[src/rtl/core/v3a_pkg.sv]
// Shared constants, types and saturation helpers for the vector ALU.
`default_nettype none
package v3a_pkg;

   localparam int LANES      = 3;
   localparam int DATA_W     = 32;
   localparam int SAT_W      = 52;
   localparam int SQRT_STEPS = 32;
   localparam int ROOT_W     = SQRT_STEPS + 1;
   localparam int DIV_STEPS  = 18;
   localparam int DIV_R_W    = ROOT_W + DIV_STEPS - 1;
   localparam int ST_MERGE   = 3;
   localparam int ST_LANE    = 5;
   localparam int ST_ROOT    = ST_MERGE + SQRT_STEPS + 1;
   localparam int ST_LAST    = ST_ROOT + DIV_STEPS;

   localparam logic signed [SAT_W-1:0] SAT_HI = 52'sd2147483647;
   localparam logic signed [SAT_W-1:0] SAT_LO = -52'sd2147483648;
   localparam logic [ROOT_W-1:0]       ROOT_MAX = 33'd2147483647;

   typedef enum logic [3:0] {
      OP_ADD, OP_SUB, OP_ADDS, OP_SUBS, OP_SCALE, OP_MUL, OP_MIN, OP_MAX,
      OP_CLAMP, OP_LERP, OP_CROSS, OP_REFLECT, OP_DOT, OP_LEN, OP_LENSQ, OP_NORM
   } op_type;

   typedef logic signed [64:0] prod_type;

   typedef struct packed {
      logic [DATA_W-1:0] val;
      logic              clip;
   } sat_type;

   typedef struct packed {
      op_type                   op;
      logic signed [DATA_W-1:0] a;
      logic signed [DATA_W-1:0] b;
      logic signed [DATA_W-1:0] c;
      logic signed [DATA_W-1:0] s;
      logic signed [DATA_W-1:0] an1;
      logic signed [DATA_W-1:0] an2;
      logic signed [DATA_W-1:0] bn1;
      logic signed [DATA_W-1:0] bn2;
   } lane_in_type;

   typedef struct packed {
      logic [DATA_W-1:0] r;
      logic              sat;
   } lane_out_type;

   typedef struct packed {
      logic signed [DATA_W-1:0] cs;
      logic                     clip;
      logic [63:0]              sq;
   } merge_out_type;

   function automatic logic signed [SAT_W-1:0] sx(input logic signed [DATA_W-1:0] x);
      return SAT_W'(x);
   endfunction

   function automatic sat_type sat_q(input logic signed [SAT_W-1:0] v);
      sat_type res;
      res.clip = 1'b0;
      res.val  = v[DATA_W-1:0];
      if (v > SAT_HI) begin
         res.clip = 1'b1;
         res.val  = SAT_HI[DATA_W-1:0];
      end else if (v < SAT_LO) begin
         res.clip = 1'b1;
         res.val  = SAT_LO[DATA_W-1:0];
      end
      return res;
   endfunction

endpackage
`default_nettype wire

[src/rtl/core/v3a_sqrt.sv]
// Pipelined integer square root, two radicand bits per stage, rounded to nearest.
`default_nettype none
module v3a_sqrt import v3a_pkg::*; (
   input  logic              clock,
   input  logic              en,
   input  logic [63:0]       sq,
   output logic [ROOT_W-1:0] root
);

   logic [34:0]       rem_p  [SQRT_STEPS];
   logic [31:0]       root_p [SQRT_STEPS];
   logic [63:0]       rad_p  [SQRT_STEPS];
   logic [34:0]       rem_in [SQRT_STEPS];
   logic [31:0]       root_in[SQRT_STEPS];
   logic [63:0]       rad_in [SQRT_STEPS];
   logic [34:0]       rem_ff [SQRT_STEPS];
   logic [31:0]       root_ff[SQRT_STEPS];
   logic [63:0]       rad_ff [SQRT_STEPS];
   logic [ROOT_W-1:0] rnd_in, rnd_ff;

   for (genvar g = 0; g < SQRT_STEPS; g++) begin : g_step
      logic [36:0] sh;
      logic [36:0] trial;
      logic [36:0] dif;
      logic        ge;
      if (g == 0) begin : g_first
         assign rem_p[g]  = '0;
         assign root_p[g] = '0;
         assign rad_p[g]  = sq;
      end else begin : g_next
         assign rem_p[g]  = rem_ff[g-1];
         assign root_p[g] = root_ff[g-1];
         assign rad_p[g]  = rad_ff[g-1];
      end
      assign sh         = {rem_p[g], rad_p[g][63:62]};
      assign trial      = {3'b000, root_p[g], 2'b01};
      assign ge         = (sh >= trial);
      assign dif        = sh - trial;
      assign rem_in[g]  = ge ? dif[34:0] : sh[34:0];
      assign root_in[g] = {root_p[g][30:0], ge};
      assign rad_in[g]  = {rad_p[g][61:0], 2'b00};
   end

   // round up where the remainder exceeds the root
   assign rnd_in = {1'b0, root_ff[SQRT_STEPS-1]} +
                   ROOT_W'(rem_ff[SQRT_STEPS-1] > {3'b000, root_ff[SQRT_STEPS-1]});

   always_ff @(posedge clock) begin
      if (en) begin
         for (int i = 0; i < SQRT_STEPS; i++) begin
            rem_ff[i]  <= rem_in[i];
            root_ff[i] <= root_in[i];
            rad_ff[i]  <= rad_in[i];
         end
         rnd_ff <= rnd_in;
      end
   end

   assign root = rnd_ff;

endmodule
`default_nettype wire

[config.mk]
export PLATFORM = sky130hd
export DESIGN_NAME = v3a_sqrt
export DESIGN_NICKNAME = d
export VERILOG_FILES = /design/src/rtl/core/v3a_pkg.sv /design/src/rtl/core/v3a_sqrt.sv
export SDC_FILE = /design/constraint.sdc
export NUM_CORES = 2
export LEC_CHECK = 0
export BUFFER_PORTS_ARGS = -buffer_cell sky130_fd_sc_hd__buf_2
export CORE_MARGIN = 4
export CORE_UTILIZATION = 60
export CTS_CLUSTER_SIZE = 10
export DETAILED_ROUTE_END_ITERATION = 6
export GPL_TIMING_DRIVEN = 1
export PLACE_DENSITY = 0.78
export SLEW_MARGIN = 30
export SYNTH_ARGS = -nofsm -noshare
export SYNTH_HDL_FRONTEND = slang
export SYNTH_MEMORY_MAX_BITS = 65536
export SYNTH_SLANG_ARGS = --single-unit
export TNS_END_PERCENT = 1
[constraint.sdc]
create_clock -name clock -period 3.7 [get_ports clock]
set_input_delay 0.74 -clock clock [delete_from_list [all_inputs] [get_ports clock]]
set_output_delay 0.74 -clock clock [all_outputs]
set_load 0.05 [all_outputs]
# After elaboration in Yosys (flattened, before gate mapping)
# Memories as Yosys holds them, arrays and structs flattened.
# Index checks and enable logic that the tools add are counted.
[word_totals] in_bits=66 mem_bits_rw=4128 word_cells=104 mem_bits_ro=0 out_inout_bits=33 memories=3 latch_bits=0 regBits=33
[op_classes] n_lt_le_gt_ge=33 bitwise=0 div_mod_pow=0 add_sub_neg=33 n_shift=0 multipliers=0 reduce_logical=0 n_mux=34 eq_ne=0
[mem_list] name="rad_ff" words=32 width=62 read_ports=31 rd_ports_with_merged_regs=0 write_ports=32 line_no="v3a_sqrt.sv:18" text="logic [63:0] rad_ff [SQRT_STEPS];"
[mem_list] name="rem_ff" words=32 width=35 read_ports=32 rd_ports_with_merged_regs=0 write_ports=32 line_no="v3a_sqrt.sv:16" text="logic [34:0] rem_ff [SQRT_STEPS];"
[mem_list] name="root_ff" words=32 width=32 read_ports=32 rd_ports_with_merged_regs=0 write_ports=32 line_no="v3a_sqrt.sv:17" text="logic [31:0] root_ff[SQRT_STEPS];"
[op_table] op=">= comparator 37 x 34 -> 1 bit" count=31
[op_table] op="two-way mux 35 bit" count=32
[op_table] op="subtractor 35 x 34 -> 35 bit" count=31
[op_table] op="> comparator 35 x 32 -> 1 bit" count=1
[op_table] op="adder 32 x 1 -> 33 bit" count=1
[op_table] op="subtractor 2 x 1 -> 3 bit, second input constant" count=1
[op_table] op=">= comparator 2 x 1 -> 1 bit, second input constant" count=1
[op_table] op="two-way mux 1 bit" count=2

# Logic depth before layout (Yosys ltp)
# An unclocked memory read counts as a cell.
[logic_depth] depth_word=3 mapped_depth=20

# Worst setup path after synthesis
# Ideal clock, no wire load.
[synth_path] kind="register to register" from="mem rem_ff[28][2], in the netlist rem_ff[1][422]" to="mem rem_ff[29][6], in the netlist rem_ff[1][461] (data pin)" n_path_buf=2 stages_incl_launch_ff=12 period_less_slack_ps=3358 setup_time_ps=260 path_slack_ps=342 arrival_ps=3098 cell_sequence="edfxtp_1 ha_1 or3_1 a2bb2oi_1 a2111oi_0 o31ai_1 and3_1 a21oi_2 o311a_1 buf_2 buf_2 mux2_2"
[synth_rtl] item="start: declaration" line_no="v3a_sqrt.sv:16"

==> results by group <==
Power and ir drop
  – Leak: 0.0536 µW
  – PwrDens: 613 nW/µm²
  – Worst vdd ir: 0.597 mV

Synth
  – Async SR Flop Fraction: 0%
  – Most numerous cell in the Yosys netlist: edfxtp_1
  – Most frequent cells after synthesis: 2620 x edfxtp_1, 729 x inv_1, 633 x nand2_1
  – Yosys cell types: 105
  – EDFF count, synth: 2620
  – Sequential area share after synthesis: 63.2%
  – Post-Syn Nets: 10.4k
  – Warnings, synthesis: 0
  – Avg Synthesized Cell Area: 12.8 µm²
  – Top cells by area, synth: edfxtp_1 63%, ha_1 6.0%, xnor2_1 3.7%, xor2_1 3.0%, a21oi_1 2.4%
  – Cell count after synthesis: 9705
  – #FFs+latches synth: 2620
  – Post-Synthesis Cell Area: 124000 µm²
  – Area leader, netlist: edfxtp_1
  – Synth top area share: 63.2%
  – Primary FF master, synth: edfxtp_1

Floorplanning
  – Die height: 463 µm
  – Core area: 205000 µm²
  – I/O pin count: 99
  – Initial Utilization: 60.6%
  – Die area: 215000 µm²
  – Die W: 463 µm
  – Row cnt: 166

Timing
  – Final Hold Fails: 0
  – Period utilization: 98.7%
  – Fin Clk Skew: 0.0659 ns
  – Worst Tran Pin Value: 0.774 ns
  – RSZ-0062 raised after global routing: true
  – Minimum hold slack: 0.0836 ns
  – Setup TNS: 0 ns
  – # setup viols final: 0
  – Shortest period the worst path allows: 3.65 ns
  – Fmax: 0.274 GHz
  – Slew Viols, Final: 0
  – Slew headroom: 47.1%

Clock tree
  – H-tree levels: 5
  – CTS Sinks: 2620
  – Root Driver: clkbuf_16
  – CTS buffer count: 319
  – Clock transition at path regs: 0.05 ns
  – CTS tree: done
  – Skew-Pair Late Insertion Delay: 0.91 ns
  – Worst-case clock buffer depth: 4

Worst hold path
  – Worst Hold Path Cells: 1
  – Worst hold path class: in -> reg

Critical path
  – Worst path required time: 4.35 ns
  – Worst Path Arrival: 4.30 ns
  – R2r worst-path depth: 20
  – Startpoint types: flop
  – CP Capture Type: flop
  – Worst-path fanout max: 3
  – Critical path class: reg -> reg

Global route
  – Wire length of the first global-routing pass: 421 mm
  – Initial antenna violation count: 2
  – Global route overflow: 0
  – Vias in the first global route: 77.2k
  – GR Util All Layers: 24.5%
  – Largest net degree at the start of global routing: 118

Placed design
  – Gpl congestion: 0.936
  – Placed cell count: 12.6k
  – Placed Area: 131000 µm²
  – Placed wire-length estimate: 190 mm
  – Port Buf Inserts: 98

Drt
  – Antenna-violating nets left: 0
  – Routed wire per std cell: 20.5 µm
  – Vias per cell: 5.96
  – Residual DRC count: 0
  – Final wirelength: 267 mm
  – TritonRoute pass-1 iters: 6
  – Vias: 77.7k
  – First DRT Iteration DRCs: 6446

Final layout
  – Layout cells sized above 1: 9.95%
  – Final nets: 11.0k
  – FILL cells: 14.2k
  – Design Area, Final: 140000 µm²
  – Area grow syn2layout: 12.2%
  – Final Non-Filler Cells: 13.1k

Run
  – Max-cap violation count: 0

Run status
  – Run status: finished clean
[kinds of logic after synthesis]
group | synth area share, %
DFF | 63.2
muxes | 1.44
AOI/OAI and AO/OA | 9.38
other | 0.00301
xor gates and xnor gates | 6.69
adders and majority gates | 6.02
and+or+nand+nor | 10.4
buffers and inverters | 2.83
[flip-flops by register name, summed over array words and instances, names as in the netlist]
register / cells
root: 33
root_ff: 528
rad_ff: 992
rem_ff: 1067
[power breakdown]
part	switching (µW)	internal, µW
combinational	10900	8300
sequential	2650	37700
clock	10800	15400
[metrics by stage]
stage | power (µW) | worst slack, ns | util, %
final | 85600 | 0.0492 | 68.0
after global routing | 89900 | -0.136 | 68.0
after CTS | 86000 | 0.0276 | 67.9
after detailed placement | 59500 | 0.0255 | 63.5
after global placement | 59200 | 0.0853 | 63.5
after floorplan | 53200 | 0.342 | -
[final timing paths]
check	from	to	slack, ns
setup / recovery	root_ff[1][488]	root[28]	0.05
setup reg to reg	root_ff[1][488]	root[28]	0.05
hold / removal	sq[11]	rad_ff[0][11]	0.08
hold reg to reg	rad_ff[0][523]	rad_ff[0][587]	0.38
[area by class of cell]
| type | count | area, µm² | area share [%] |
|---|---|---|---|
| multi-input cells | 6158 | 42500 | 30.5 |
| clock inverters | 29 | 185 | 0.133 |
| diodes | 1 | 2.50 | 0.00179 |
| flip-flops and latches | 2620 | 78700 | 56.3 |
| inverters | 732 | 2750 | 1.97 |
| clock buffers | 354 | 8160 | 5.84 |
| repair buffers | 471 | 3990 | 2.86 |
| well taps | 2688 | 3360 | 2.41 |
[routing by layer]
metal  vias to the layer above  GRT usage, %  routed length (µm)
li1                      37037             -                   -
met1                     37884          32.5              113000
met2                      2319          42.5              134000
met3                       493          3.24               13400
met4                         0          6.78                6820
met5                         -             0                   0
[worst max-delay path: stages, from the launching register on]
cell	delay [ns]
edfxtp_1	0.36
inv_1	0.09
ha_1	0.25
a21o_1	0.17
a21o_1	0.18
a21oi_1	0.17
o211ai_1	0.17
a21oi_1	0.19
nor2_1	0.05
o31a_1	0.23
a311oi_1	0.27
o21ai_1	0.14
ha_1	0.25
ha_1	0.21
nand2_1	0.09
nor2_1	0.07
and2_1	0.20
inv_1	0.08
nor2_1	0.05
nand4_1	0.10
xnor2_1	0.07
[placed cells by master, fill, tap and decap left out, drive strengths merged, types with 21 or more instances in the layout]
cell	count
and2	33
nand3	193
xnor2	521
o21a	112
a21boi	22
nor3	261
o31ai	48
clkinv	25
or2	42
a21o	222
or4	72
a21oi	591
nor4	150
mux2	147
xor2	429
clkbuf	354
nand3b	27
nor2b	84
ha	599
o21bai	57
dlygate4sd3	61
a2111oi	25
buf	410
or3	111
nand2	634
nor2	616
edfxtp	2620
a31oi	55
and3	48
o21ai	454
o211ai	35
a211oi	56
inv	736
nand2b	129
a211o	21
nand4	105
[repair_timing]
| item | CTS | global route |
|---|---|---|
| endpoints found under the hold margin | 61 | 0 |
| setup endpoints to repair | 1 | 192 |
| gates resized for setup | 1 | 41 |
| hold buffers | 61 | 0 |
| pin swaps | 0 | 5 |
| setup buffers | 0 | 2 |
Note: power is estimated with default switching activity, not from simulation.
