## src/rtl/core/v3a_pkg.sv

```systemverilog
// Shared constants, types and saturation helpers for the vector ALU.
`default_nettype none
package v3a_pkg;

   localparam int LANES      = 3;
   localparam int DATA_W     = 32;
   localparam int SAT_W      = 52;
   localparam int SQRT_STEPS = 32;
   localparam int ROOT_W     = SQRT_STEPS + 1;
   localparam int DIV_STEPS  = 18;
   localparam int DIV_R_W    = ROOT_W + DIV_STEPS - 1;
   localparam int ST_MERGE   = 3;
   localparam int ST_LANE    = 5;
   localparam int ST_ROOT    = ST_MERGE + SQRT_STEPS + 1;
   localparam int ST_LAST    = ST_ROOT + DIV_STEPS;

   localparam logic signed [SAT_W-1:0] SAT_HI = 52'sd2147483647;
   localparam logic signed [SAT_W-1:0] SAT_LO = -52'sd2147483648;
   localparam logic [ROOT_W-1:0]       ROOT_MAX = 33'd2147483647;

   typedef enum logic [3:0] {
      OP_ADD, OP_SUB, OP_ADDS, OP_SUBS, OP_SCALE, OP_MUL, OP_MIN, OP_MAX,
      OP_CLAMP, OP_LERP, OP_CROSS, OP_REFLECT, OP_DOT, OP_LEN, OP_LENSQ, OP_NORM
   } op_type;

   typedef logic signed [64:0] prod_type;

   typedef struct packed {
      logic [DATA_W-1:0] val;
      logic              clip;
   } sat_type;

   typedef struct packed {
      op_type                   op;
      logic signed [DATA_W-1:0] a;
      logic signed [DATA_W-1:0] b;
      logic signed [DATA_W-1:0] c;
      logic signed [DATA_W-1:0] s;
      logic signed [DATA_W-1:0] an1;
      logic signed [DATA_W-1:0] an2;
      logic signed [DATA_W-1:0] bn1;
      logic signed [DATA_W-1:0] bn2;
   } lane_in_type;

   typedef struct packed {
      logic [DATA_W-1:0] r;
      logic              sat;
   } lane_out_type;

   typedef struct packed {
      logic signed [DATA_W-1:0] cs;
      logic                     clip;
      logic [63:0]              sq;
   } merge_out_type;

   function automatic logic signed [SAT_W-1:0] sx(input logic signed [DATA_W-1:0] x);
      return SAT_W'(x);
   endfunction

   function automatic sat_type sat_q(input logic signed [SAT_W-1:0] v);
      sat_type res;
      res.clip = 1'b0;
      res.val  = v[DATA_W-1:0];
      if (v > SAT_HI) begin
         res.clip = 1'b1;
         res.val  = SAT_HI[DATA_W-1:0];
      end else if (v < SAT_LO) begin
         res.clip = 1'b1;
         res.val  = SAT_LO[DATA_W-1:0];
      end
      return res;
   endfunction

endpackage
`default_nettype wire

```

## src/rtl/core/v3a_merge.sv

```systemverilog
// Cross-lane merge: sum of lane products, rounded dot product and sum of squares.
`default_nettype none
module v3a_merge import v3a_pkg::*; (
   input  logic          clock,
   input  logic          en,
   input  prod_type      m1 [LANES],
   output merge_out_type mo
);

   logic signed [66:0] sum2_in, sum2_ff;
   logic signed [66:0] sum_rnd;
   logic signed [50:0] rnd;
   sat_type            cs_in;
   merge_out_type      mo_ff;

   always_comb begin
      sum2_in = 67'(m1[0]) + 67'(m1[1]) + 67'(m1[2]);
      sum_rnd = sum2_ff + 67'sd32768;
      rnd     = sum_rnd[66:16];
      cs_in   = sat_q(SAT_W'(rnd));
   end

   always_ff @(posedge clock) begin
      if (en) begin
         sum2_ff     <= sum2_in;
         mo_ff.cs    <= cs_in.val;
         mo_ff.clip  <= cs_in.clip;
         mo_ff.sq    <= sum2_ff[63:0];
      end
   end

   assign mo = mo_ff;

endmodule
`default_nettype wire

```

## config.mk

```make
export PLATFORM = sky130hd
export DESIGN_NAME = v3a_merge
export DESIGN_NICKNAME = d
export VERILOG_FILES = /design/src/rtl/core/v3a_pkg.sv /design/src/rtl/core/v3a_merge.sv
export SDC_FILE = /design/constraint.sdc
export NUM_CORES = 1
export LEC_CHECK = 0
export BUFFER_PORTS_ARGS = -buffer_cell sky130_fd_sc_hd__clkbuf_2
export CAP_MARGIN = 20
export CORE_MARGIN = 1
export CORE_UTILIZATION = 55
export CTS_CLUSTER_DIAMETER = 100
export DETAILED_ROUTE_END_ITERATION = 16
export PLACE_DENSITY_LB_ADDON = 0.25
export SYNTH_ARGS = -nofsm -noshare
export SYNTH_HDL_FRONTEND = slang
export SYNTH_SLANG_ARGS = --single-unit
```

## constraint.sdc

```tcl
create_clock -name clock -period 4.67 [get_ports clock]
set_input_delay 0.2335 -clock clock [delete_from_list [all_inputs] [get_ports clock]]
set_output_delay 0.2335 -clock clock [all_outputs]
set_load 0.005 [all_outputs]
```

# --- After elaboration in Yosys (flattened, before gate mapping) ---
# Cells that the tools add are included.
word_totals:
  out_inout_bits: 97
  register_bits: 164
  word_cells: 10
classes:
  muxes: 1
  addsub: 3
  order_cmp: 2
op_table:
  columns: ["operator", "n"]
  rows:
  - ["adder 66 x 65 -> 67 bit", 1]
  - ["adder 67 x 17 -> 67 bit, second input constant", 1]
  - ["adder 65 x 65 -> 66 bit", 1]
  - ["> comparator 51 x 32 -> 1 bit, second input constant", 1]
  - ["less-than comparator 51 x 32 -> 1 bit, second input constant", 1]
  - ["two-way mux 33 bit", 1]

# --- Longest topological paths before layout ---
# Gate-level depths: netlist (run 1).
logic_depth:
  ltp_word: 3
  depth_mapped: 14
  depth_no_buf: 14

# --- Worst setup path before layout (run 1) ---
# OpenSTA, ideal clock, no wires.
synth_path:
  kind: "input to register"
  startpoint: "in m1[1] (netlist name)"
  endpoint: "reg sum2_ff[51], data pin"
  path_stages: 12
  arrival_time_ps: 3247
  setup_ps: 274
  n_path_buf: 0
  path_slack_ps: 1150
  required_time_ps: 4396
  path_cell_list: "fa_1 > ha_1 > inv_1 > fa_1 > nor2b_1 > o31ai_1 > a2111o_1 > a211o_1 > a21oi_1 > a41oi_1 > o41ai_1 > xor2_1"
synth_between:
  elab_chain_len: 1
synth_lines:
  columns: ["item", "line", "text"]
  rows:
  - ["from (decl)", "v3a_merge.sv:6", "input prod_type m1 [LANES],"]
  - ["adder 66 x 65 -> 67 bit", "v3a_merge.sv:17", "sum2_in = 67'(m1[0]) + 67'(m1[1]) + 67'(m1[2]);"]
  - ["net sum2_in[51]", "v3a_merge.sv:10", "logic signed [66:0] sum2_in, sum2_ff;"]
  - ["to (signal assigned)", "v3a_merge.sv:25", "sum2_ff <= sum2_in;"]
  - ["to (decl)", "v3a_merge.sv:10", null]
# The timed path passes the listed nets, and every way through them passes these cells.
# A chain may end at the register's enable or synchronous reset.

# --- Worst setup path after layout (run 1) ---
layout_path:
  startpoint: "reg sum2_ff[23]"
  endpoint: "reg mo_ff (netlist bit mo[73]), data pin"
layout_between:
  elab_chain_len: 3
layout_lines:
  columns: ["item", "line", "text"]
  rows:
  - ["adder 67 x 17 -> 67 bit *", "v3a_merge.sv:18", "sum_rnd = sum2_ff + 67'sd32768;"]
  - ["less-than comparator 51 x 32 -> 1 bit", "v3a_pkg.sv:67", "end else if (v < SAT_LO) begin"]
  - ["two-way mux 33 bit", "v3a_pkg.sv:67", null]
  - ["to (decl)", "v3a_merge.sv:14", "merge_out_type mo_ff;"]
# Mark *: on every way between the ends. The rest lies on a longest branch, timed or not.

==> impl_results.md, run 1 <==
* Mean post-synth cell area at 10.9 µm²
* Cell variety after synth at 70
* CTS sink cnt at ~160
* Final hold vios at 0
* Drt pass-1 iters at 7
* CTS HTree Levels at 4
* DRC violation count after routing at 0
* CTS root buf: clkbuf_16
* Largest net degree at the start of global routing at 71
* PortBufs at between 200 and 300
* Post-Syn Instances at approximately 1100
* Cell Area, Placed at 13600 µm²
* Resized cells post-CTS at 0
* Max_slew headroom at 0.348
* Clock-pin slew on the worst setup and hold paths at 0.07 ns
* Gr usage total at 0.272
* Non-filler instance count after layout at around 1700
* Total number of vias at 9804
* Grt ovf at 0
* Most common cell after layout, fill and taps aside: clkbuf_2
* Synthesized Nets at 1425
* Crit end category: flip-flop
* Instance count on the critical path at 8
* Synth Register Bits at about 160
* Starting Density at 0.565
* Routed wire length at around 30 mm
* Average wire per standard cell at 18.0 µm
* Max frequency at 261 MHz
* Most used routing layer: met1
* Worst setup SP type: flip-flop
* LEAKAGE at 0.00579 µW
* YS warnings at 0
* Final setup margin at ~0.84 ns
* Skew final at 0.00638 ns
* Initial antenna violation count at 0
* Cell breakdown of the critical path: nand4_4 > nor4_4 > nand4_2 > nor4_1 > xor2_1 > o21a_1 > buf_4 > o21ai_2
* Vias per cell at 5.94
* Number of CTS-inserted buffers at 17
* Depth of the most critical reg-to-reg path at 8
* Period utilisation layout at 0.821
* Io pins at 294
* Dpl ws at 0.556 ns
* Die Span Y at 149 µm
* Nets at 1691
* Met2 global-route usage at 0.410
* Bufs on Longest Clock Path at 2
* PwrDens at 424 nW/µm²
* RSZ-0062 raised after global routing: false
* Delay of the slowest critical-path stage at 0.84 ns
* Clock insertion delay at the later pin of the skew report at ~0.42 ns
* Core ar. at 21200 µm²
* Sequential element share of the synthesized area at 0.412
* Hold buffers post-CTS at 0
* Synth top area cells: edfxtp_1 41%, fa_1 11%, ha_1 6.9%, a21oi_1 3.7%, xnor2_1 3.2%
* Worst min path class: in -> reg
* Cell taking the most area after synthesis: edfxtp_1
* WS Path Type: reg -> reg
* Filler cell count at 1642
* Worst slew pin tran at 0.978 ns
* Slowest CP cell: o21a_1
* Tmin final at 3.83 ns
* Setup Total Neg Slack at 0 ns
* Die width at 149 µm
* Finished Cell Area at 14100 µm²
* Worst hold stages at 1
* Run status: complete, no violations
* Layout cells sized above 1 at 0.263
* Synth Flop Type: edfxtp_1
* ANT cells at 0
* Iter 0 DRT Violations at 696
* Setup Viol. Count Final at 0
* Inst Count DP at 1618
* Synth top area share at 0.412
* Fraction of registers with async set or reset after synthesis at 0
* Max Cap Viol at 0
* Crit-path leading delay family: simple AND/OR/NAND/NOR gates
* P&R area growth vs syn at 18.4%
* Synthesized area at 11900 µm²
* Maximum VDD drop at 0.282 mV
* TritonCTS clock tree: yes
* Routability congestion estimate at about 0.91
* Buffer and inverter count on the worst path at 1
* Most frequent cells in the layout: 292 x clkbuf_2, 164 x edfxtp_1, 88 x a21oi_1, 76 x nand2_1
* GRT met1 Usage at 0.422
* First-pass GRT wire length at 47.3 mm
* Row count at 53
* Number of flops mapped to enable cells by yosys at 164
* Slew Limit Fails at 0
* ANT nets after route at 0
* WP data required at 4.80 ns
* Arrival @ worst endpoint at 3.97 ns
* Crit Path Max Fanout at 23
* Post-CTS setup buffer count at 0
* Die Area at 22300 µm²
* Tot Pwr at about 6000 µW
* M3 GR Usage at 0.0306
* Hpwl dp at 23.8 mm
* Vias in the first global route at 9030
## area by class of cell
class,count,area [µm²],share of cell area
multi-input cells,853,6680,0.472
flip-flops and latches,164,4920,0.348
repair buffers,296,1500,0.106
clock buffers,17,425,0.0301
well taps,275,344,0.0243
clock inverters,15,159,0.0112
inverters,30,113,0.00796
## sequential cells by signal, summed over array words and instances, names as in the netlist
| name | flops |
|---|---|
| sum2_ff | 67 |
| mo | 97 |
## metal layers
metal | up-vias | share of wire | wire length (µm)
met4 | 0 | 0.012 | 367
met2 | 478 | 0.45 | 13300
met5 | - | 0 | 0
met3 | 30 | 0.071 | 2100
li1 | 4675 | - | -
met1 | 4621 | 0.47 | 14000
## path summary, 6_finish.rpt
kind / from / to / slack (ns)
setup / recovery: sum2_ff[23]$_DFFE_PP_ / mo[73]$_SDFFCE_PN1P_ / 0.84
hold / removal: en / sum2_ff[13]$_DFFE_PP_ / 0.18
setup reg to reg: sum2_ff[23]$_DFFE_PP_ / mo[73]$_SDFFCE_PN1P_ / 0.84
hold reg to reg: sum2_ff[11]$_DFFE_PP_ / mo[11]$_DFFE_PP_ / 0.42
## cell usage after synthesis (all sizes together) (5+ instances only)
cell type and number:
o21ai 82, edfxtp 164, clkbuf 42, nor4 11, a21o 24, and4 8
o21bai 11, nand4 32, a21oi 88, ha 66, o211ai 9, a211oi 11
nor2b 12, buf 7, nand3 43, a31oi 10, and3 20, inv 30
o2111ai 6, o311ai 5, o31ai 11, xor2 44, fa 66, nor3 22
o21a 8, nand2 76, and2 9, nor2 56, or4 6, xnor2 44
nand2b 9, a211o 6
## worst register-to-register path: stages, from the launching register on
cell,delay (ns)
edfxtp_1,0.53
nand4_4,0.18
nor4_4,0.45
nand4_2,0.31
nor4_1,0.39
xor2_1,0.38
o21a_1,0.84
buf_4,0.35
o21ai_2,0.10
## metrics by stage
step           hold slack, ns   util
5_1_grt                 0.171  0.669
2_1_floorplan           0.346      -
4_1_cts                 0.171  0.669
6_report                0.180  0.669
3_5_place_dp            0.405  0.641
3_3_place_gp            0.402  0.641
## report_power, final
part           switching [µW]  internal [µW]
registers                 305           2130
logic                    1310            892
clock network             638            718
## kinds of logic (layout without fill, tap and decap cells)
family / Yosys count / after routing / synth area share
buf+inv: 79 / 358 / 0.0282
fa+ha+maj: 132 / 132 / 0.180
xor+xnor: 88 / 88 / 0.0645
compound gates: 310 / 310 / 0.170
simple gates: 322 / 322 / 0.144
flops: 164 / 164 / 0.412
mux: 1 / 1 / 0.000838
Note: power is estimated with default switching activity, not from simulation.
==> run 2: changes to the inputs <==
--- a/config.mk
+++ b/config.mk
@@ -8,7 +8,7 @@
 export BUFFER_PORTS_ARGS = -buffer_cell sky130_fd_sc_hd__clkbuf_2
 export CAP_MARGIN = 20
 export CORE_MARGIN = 1
-export CORE_UTILIZATION = 55
+export CORE_UTILIZATION = 50
 export CTS_CLUSTER_DIAMETER = 100
 export DETAILED_ROUTE_END_ITERATION = 16
 export PLACE_DENSITY_LB_ADDON = 0.25
==> constraint.sdc (replaced) <==
create_clock -name clock -period 3.21 [get_ports clock]
set_input_delay 0.1605 -clock clock [delete_from_list [all_inputs] [get_ports clock]]
set_output_delay 0.1605 -clock clock [all_outputs]
set_load 0.005 [all_outputs]
==> impl_results.md, run 2 (synthesis gave the netlist of run 1 again) <==
* Buffer and inverter count on the worst path at 1 (unchanged)
* Core ar. at 23500 µm² (+11%)
* P&R area growth vs syn at 28.6%
* WP data required at 3.41 ns (-1.39 ns)
* RSZ-0062 raised after global routing: true
* Register area at 4920 µm² (unchanged)
* Io pins at 294 (unchanged)
* Largest net degree at the start of global routing at 63 (-11%)
* PortBufs at 293 (unchanged)
* Arrival @ worst endpoint at 3.31 ns (-0.66 ns)
* PwrDens at 605 nW/µm² (+43%)
* Max Cap Viol at 0 (unchanged)
* Final setup margin at 0.107 ns (-0.729 ns)
* ANT nets after route at 0 (unchanged)
* Crit Path Max Fanout at 28 (+22%)
* Hold buffers post-CTS at 0 (unchanged)
* Max frequency at 322 MHz (+24%)
* Met1 WL at 14.9 mm (+6.9%)
* Clock-pin slew on the worst setup and hold paths at 0.07 ns (about the same)
* Routed wire length at 30.7 mm (+3.0%)
* Vias per cell at 5.59 (-6.0%)
* Vias in the first global route at 9520 (+5.4%)
* Die Span Y at 157 µm (+4.8%)
* DR WL met3 at 1.98 mm (-5.9%)
* Final hold vios at 0 (unchanged)
* Iter 0 DRT Violations at 749 (+7.6%)
* Delay of the slowest critical-path stage at 0.60 ns (-0.24 ns)
* Hold path startpoint: en
* Cell breakdown of the critical path: nand4_4 > nor4_4 > nand4_2 > or4_1 > nand2_1 > nand4b_1 > o21a_1 > buf_12 > o31ai_1
* Worst slew pin tran at 0.552 ns (-0.426 ns)
* Routed wl met2 at 13.3 mm (+0.19%)
* Skew final at 0.0166 ns (+0.0102 ns)
* ANT cells at 0 (unchanged)
* Total number of vias at 10200 (+4.4%)
* LEAKAGE at 0.00649 µW (+12%)
* Maximum VDD drop at 0.315 mV (+12%)
* Worst min path class: in -> reg
* Starting Density at 0.509 (-0.0558)
* Max FFs per register at 97 (unchanged)
* Worst setup SP type: flip-flop
* Row count at 56 (+5.7%)
* Routability congestion estimate at 0.923 (+1.3%)
* Layout cells sized above 1 at 0.336 (+0.0725)
* Max_slew headroom at 0.628 (+0.280)
* Most frequent cells in the layout: 292 x clkbuf_2, 164 x edfxtp_1, 137 x buf_4, 87 x a21oi_1, 76 x nand2_1
* Filler cell count at 1882 (+15%)
* Average wire per standard cell at 16.7 µm (-7.2%)
* Initial antenna violation count at 0 (unchanged)
* Nets at 1829 (+8.2%)
* DRC violation count after routing at 0 (unchanged)
* WS Path Type: reg -> reg
* CTS sink cnt at 164 (unchanged)
* Bufs on Longest Clock Path at 2 (unchanged)
* Fin util at 0.654 (-0.0142)
* Top layer in use: met4
* Die width at 157 µm (+4.8%)
* Hpwl dp at 25.3 mm (+6.0%)
* Tmin final at 3.10 ns (-0.731 ns)
* CTS HTree Levels at 4 (unchanged)
* Run status: complete, no violations
* Die Area at 24500 µm² (+9.9%)
* Setup Viol. Count Final at 0 (unchanged)
* Gr usage total at 0.256 (-0.0164)
* Drt pass-1 iters at 5 (-2)
* Area of the multi-input gates at 6720 µm² (+0.51%)
* CTS root buf: clkbuf_16
* Crit end category: flip-flop
* Number of CTS-inserted buffers at 17 (unchanged)
* Slew Limit Fails at 0 (unchanged)
* Grt ovf at 0 (unchanged)
* Clock insertion delay at the later pin of the skew report at 0.43 ns (about the same)
* Slowest CP cell: or4_1
* Dpl ws at -0.330 ns (-0.886 ns)
* Crit-path leading delay family: simple AND/OR/NAND/NOR gates
* TritonCTS clock tree: yes
* Most common cell after layout, fill and taps aside: clkbuf_2
* First-pass GRT wire length at 48.9 mm (+3.6%)
* Worst Setup SP: sum2_ff[24]$_DFFE_PP_
* Period utilisation layout at 0.967 (+0.146)
* Worst r2r src: sum2_ff[24]$_DFFE_PP_
[run 2: cell count changes in the layout (fill, tap and decap cells not counted), moves of 2 or more]
cell      change
inv_8         -3
buf_12        +4
o31ai_2       +2
buf_4       +134
clkinv_8      +5
o31ai_1       -2
[run 2: repair_timing]
action | in CTS | in global routing
setup endpoints to repair | 0 | 11
resized for setup | 0 | 3
setup buffers | 0 | 2
[run 2: area by class of cell]
class | count | share of cell area
Clock buffer | 17 | 0.0277
Clock inverter | 15 | 0.0131
Inverter | 30 | 0.00733
Multi-Input combinational cell | 853 | 0.437
Sequential cell | 164 | 0.321
Tap cell | 319 | 0.0260
Timing Repair Buffer | 434 | 0.168
[run 2: per-layer routing]
metal	global-route usage	vias up
li1	-	4970
met1	0.383	4774
met2	0.390	455
met3	0.0366	33
met4	0.0621	0
met5	0	-
[run 2: path summary, 6_finish.rpt]
path | to | cells past startpoint | slack (ns)
min | mo[96]$_SDFFCE_PN0P_ | 1 | 0.21
max | mo[69]$_SDFFCE_PN1P_ | 9 | 0.11
max reg2reg | mo[69]$_SDFFCE_PN1P_ | 9 | 0.11
min reg2reg | mo[11]$_DFFE_PP_ | 0 | 0.42
[run 2: power by group]
group          switching, µW  total [µW]  leakage, µW  internal [µW]
clock                    970        2040     0.000302           1070
combinational           2090        3810      0.00459           1720
sequential               350        3440      0.00159           3090
[run 2: worst reg2reg max path, stage by stage (launching register included)]
cell	delay (ns)
edfxtp_1	0.42
nand4_4	0.17
nor4_4	0.40
nand4_2	0.32
or4_1	0.60
nand2_1	0.09
nand4b_1	0.11
o21a_1	0.23
buf_12	0.17
o31ai_1	0.38
[run 2: metrics by stage]
step           hold WS, ns  area [µm²]  TNS, ns  power, µW  cells
2_1_floorplan        0.273       12000        0       5540   1096
3_3_place_gp         0.401       14700    -1.97       7150   1798
3_5_place_dp         0.405       14700    -3.45       7220   1798
4_1_cts              0.206       15300        0       9280   1830
5_1_grt              0.224       15400  -0.0148       9850   1832
6_report             0.213       15400        0       9300   1832
==> run 3: changes to the inputs <==
--- a/config.mk
+++ b/config.mk
@@ -5,6 +5,7 @@
 export SDC_FILE = /design/constraint.sdc
 export NUM_CORES = 1
 export LEC_CHECK = 0
+export ABC_AREA = 1
 export BUFFER_PORTS_ARGS = -buffer_cell sky130_fd_sc_hd__clkbuf_2
 export CAP_MARGIN = 20
 export CORE_MARGIN = 1
@@ -15,3 +16,4 @@
 export SYNTH_ARGS = -nofsm -noshare
 export SYNTH_HDL_FRONTEND = slang
 export SYNTH_SLANG_ARGS = --single-unit
+export TNS_END_PERCENT = 50
==> impl_results.md, run 3 <==
* Hold buffers post-CTS at 0 (unchanged)
* Crit Path Max Fanout at 3 (-89%)
* Final setup margin at 0.459 ns (+0.352 ns)
* Worst r2r src: sum2_ff[16]$_DFFE_PP_
* CTS root buf: clkbuf_16
* Most common cell in the netlist: nand2_1
* Nets at 2219 (+21%)
* Arrival @ worst endpoint at 2.94 ns (-0.37 ns)
* Net Sw Frac at 0.408 (+0.0408)
* Max frequency at 364 MHz (+13%)
* Routed wire length at 40.4 mm (+32%)
* Total number of vias at 11900 (+17%)
* DR WL met3 at 2.16 mm (+9.3%)
* Hpwl dp at 34.9 mm (+38%)
* Max FFs per register at 97 (unchanged)
* Worst min path class: in -> reg
* Net switching power at 3800 µW (+12%)
* Mean post-synth cell area at 8.25 µm² (-24%)
* Gr usage total at 0.310 (+0.0541)
* Clock power share at 0.217 (-0.002)
* DRC violation count after routing at 0 (unchanged)
* Run status: complete, no violations
* Iter 0 DRT Violations at 839 (+12%)
* Slew Limit Fails at 0 (unchanged)
* Clock-pin slew on the worst setup and hold paths at 0.08 ns (about the same)
* Max_slew headroom at 0.630 (+0.00160)
* RSZ-0062 raised after global routing: false
* Top layer in use: met4
* LEAKAGE at 0.00686 µW (+5.7%)
* Most frequent cells in the layout: 410 x nand2_1, 292 x clkbuf_2, 248 x nor2_1, 187 x inv_1, 164 x edfxtp_1
* Dpl ws at 0.0367 ns (+0.367 ns)
* Cell breakdown of the critical path: clkbuf_2 > fa_1 > ha_1 > inv_1 > fa_1 > nand3b_1 > nand2_1 > a21boi_1 > o21ai_0 > nand2_1 > nand2_1 > nand2_1 > nand2_1 > nand4_1 > nand3_1 > nand2_1
* Flop pwr share at 0.384 (+0.013)
* Number of CTS-inserted buffers at 17 (unchanged)
* Cell variety after synth at 33 (-53%)
* Final hold vios at 0 (unchanged)
* Met1 WL at 16.9 mm (+13%)
* Clock insertion delay at the later pin of the skew report at 0.43 ns (about the same)
* Synthesized area at 12900 µm² (+8.2%)
* WS Path Type: in -> reg
* Most common cell after layout, fill and taps aside: nand2_1
* Synth Flop Type: edfxtp_1
* Number of flops mapped to enable cells by yosys at 164 (unchanged)
* WP data required at 3.40 ns (about the same)
* Hold path startpoint: en
* Int Pwr at 5530 µW (-6.1%)
* Routed wl met2 at 19.8 mm (+48%)
* Sequential element share of the synthesized area at 0.381 (-0.0311)
* ANT cells at 0 (unchanged)
* P&R area growth vs syn at 20.1%
* Finished Cell Area at 15500 µm² (+1.0%)
* Synth Register Bits at 164 (unchanged)
* Worst setup SP type: input port
* Most frequent CP cell: nand2_1
* Post-Syn Instances at 1565 (+43%)
* Synthesized Nets at 1894 (+33%)
* Routability congestion estimate at 0.946 (+2.5%)
* Synth top area share at 0.381 (-0.0311)
* Die width at 163 µm (+4.0%)
* Layout cells sized above 1 at 0.192 (-0.143)
* Cell taking the most area after synthesis: edfxtp_1
* Grt ovf at 0 (unchanged)
* Max Cap Viol at 0 (unchanged)
* Core ar. at 25300 µm² (+7.6%)
* First-pass GRT wire length at 61.3 mm (+25%)
* Skew final at 0.0126 ns (-0.00401 ns)
* Period utilisation layout at 0.857 (-0.110)
* Starting Density at 0.512 (+0.00270)
* Worst Setup SP: m1[1]
* Average wire per standard cell at 18.1 µm (+8.0%)
* Setup Viol. Count Final at 0 (unchanged)
* Bufs on Longest Clock Path at 2 (unchanged)
* Io pins at 294 (unchanged)
* PortBufs at 293 (unchanged)
* Vias per cell at 5.34 (-4.3%)
* Most frequent cells after synthesis: 410 x nand2_1, 248 x nor2_1, 187 x inv_1
* YS warnings at 0 (unchanged)
* Die Area at 26500 µm² (+8.1%)
* CTS HTree Levels at 4 (unchanged)
* Maximum VDD drop at 0.387 mV (+23%)
* Resized cells post-CTS at 0 (unchanged)
* Delay of the slowest critical-path stage at 0.54 ns (-0.06 ns)
* Synth top area cells: edfxtp_1 38%, nand2_1 12%, fa_1 10%, nor2_1 7.2%, ha_1 6.4%
* CTS sink cnt at 164 (unchanged)
* Row count at 58 (+3.6%)
* Slowest CP cell: fa_1
* Tmin final at 2.75 ns (-0.352 ns)
* Fin util at 0.615 (-0.0398)
* Post-CTS setup buffer count at 0 (unchanged)
* Initial antenna violation count at 0 (unchanged)
* Cell Area, Placed at 14900 µm² (+1.4%)
* Logic pwr share at 0.399 (-0.011)
* Largest net degree at the start of global routing at 86 (+37%)
* Setup Total Neg Slack at 0 ns (unchanged)
* ANT nets after route at 0 (unchanged)
* Die Span Y at 163 µm (+4.0%)
* PwrDens at 601 nW/µm² (-0.68%)
* TritonCTS clock tree: yes
* Crit end category: flip-flop
* Worst slew pin tran at 0.550 ns (-0.00238 ns)
* Vias in the first global route at 11500 (+21%)
* Drt pass-1 iters at 5 (unchanged)
* Fraction of registers with async set or reset after synthesis at 0 (unchanged)
run 3: changes by cell type after synthesis, sizes merged, moves of 16 or more:
cell,delta
nand3,+18
xnor2,-16
clkbuf,-42
nand2,+339
o21ai,-16
nor2,+206
and3,-20
inv,+159
run 3: logic make-up (layout without fill, tap and decap cells):
logic type,Yosys count,in the layout,share of synthesized area
AOI/OAI and AO/OA,204,204,0.0865
DFF,164,164,0.381
xor gates and xnor gates,86,86,0.0583
adders and majority gates,132,132,0.166
and+or+nand+nor,784,784,0.248
buffers and inverters,195,533,0.0601
run 3: final timing paths:
| kind | to | slack (ns) | cells after the start |
|---|---|---|---|
| worst max-delay path | sum2_ff[59]$_DFFE_PP_ | 0.46 | 16 |
| worst min-delay path | mo[12]$_DFFE_PP_ | 0.15 | 1 |
| worst max register to register | mo[64]$_SDFFCE_PN1P_ | 0.50 | 13 |
| worst min register to register | mo[0]$_DFFE_PP_ | 0.42 | 0 |
run 3: power groups by stage:
stage	Sequential, µW	Combinational, µW	Clock (µW)
final	3580	3720	2030
after global routing	3620	4130	2130
after CTS	3570	3680	2040
after detailed placement	3620	3660	0
after global placement	3600	3620	0
after floorplan	3440	2250	0
run 3: per-stage QoR:
step / hold slack [ns] / instances / power, µW
global route: 0.153 / 2233 / 9880
finish: 0.152 / 2233 / 9330
detailed placement: 0.405 / 2201 / 7280
global placement: 0.402 / 2201 / 7220
floorplan: 0.273 / 1565 / 5700
CTS: 0.153 / 2233 / 9300
run 3: final cells by class:
class	count	area [µm²]
inverters	189	709
clock buffers	17	425
multi-input cells	1206	7220
clock inverters	15	179
well taps	330	413
flip-flops and latches	164	4920
repair buffers	312	1650
fillers	2291	9730
run 3: per-layer routing:
| layer | vias up | GRT usage |
|---|---|---|
| met4 | 0 | 0.129 |
| li1 | 5807 | - |
| met2 | 499 | 0.539 |
| met5 | - | 0 |
| met1 | 5539 | 0.394 |
| met3 | 86 | 0.0316 |
run 3: worst max-delay path, delay by kind of cell:
family / cells / cell delay (ns)
and+or+nand+nor: 9 / 1.03
buffers and inverters: 2 / 0.16
AOI/OAI and AO/OA: 2 / 0.48
adders and majority gates: 3 / 1.11
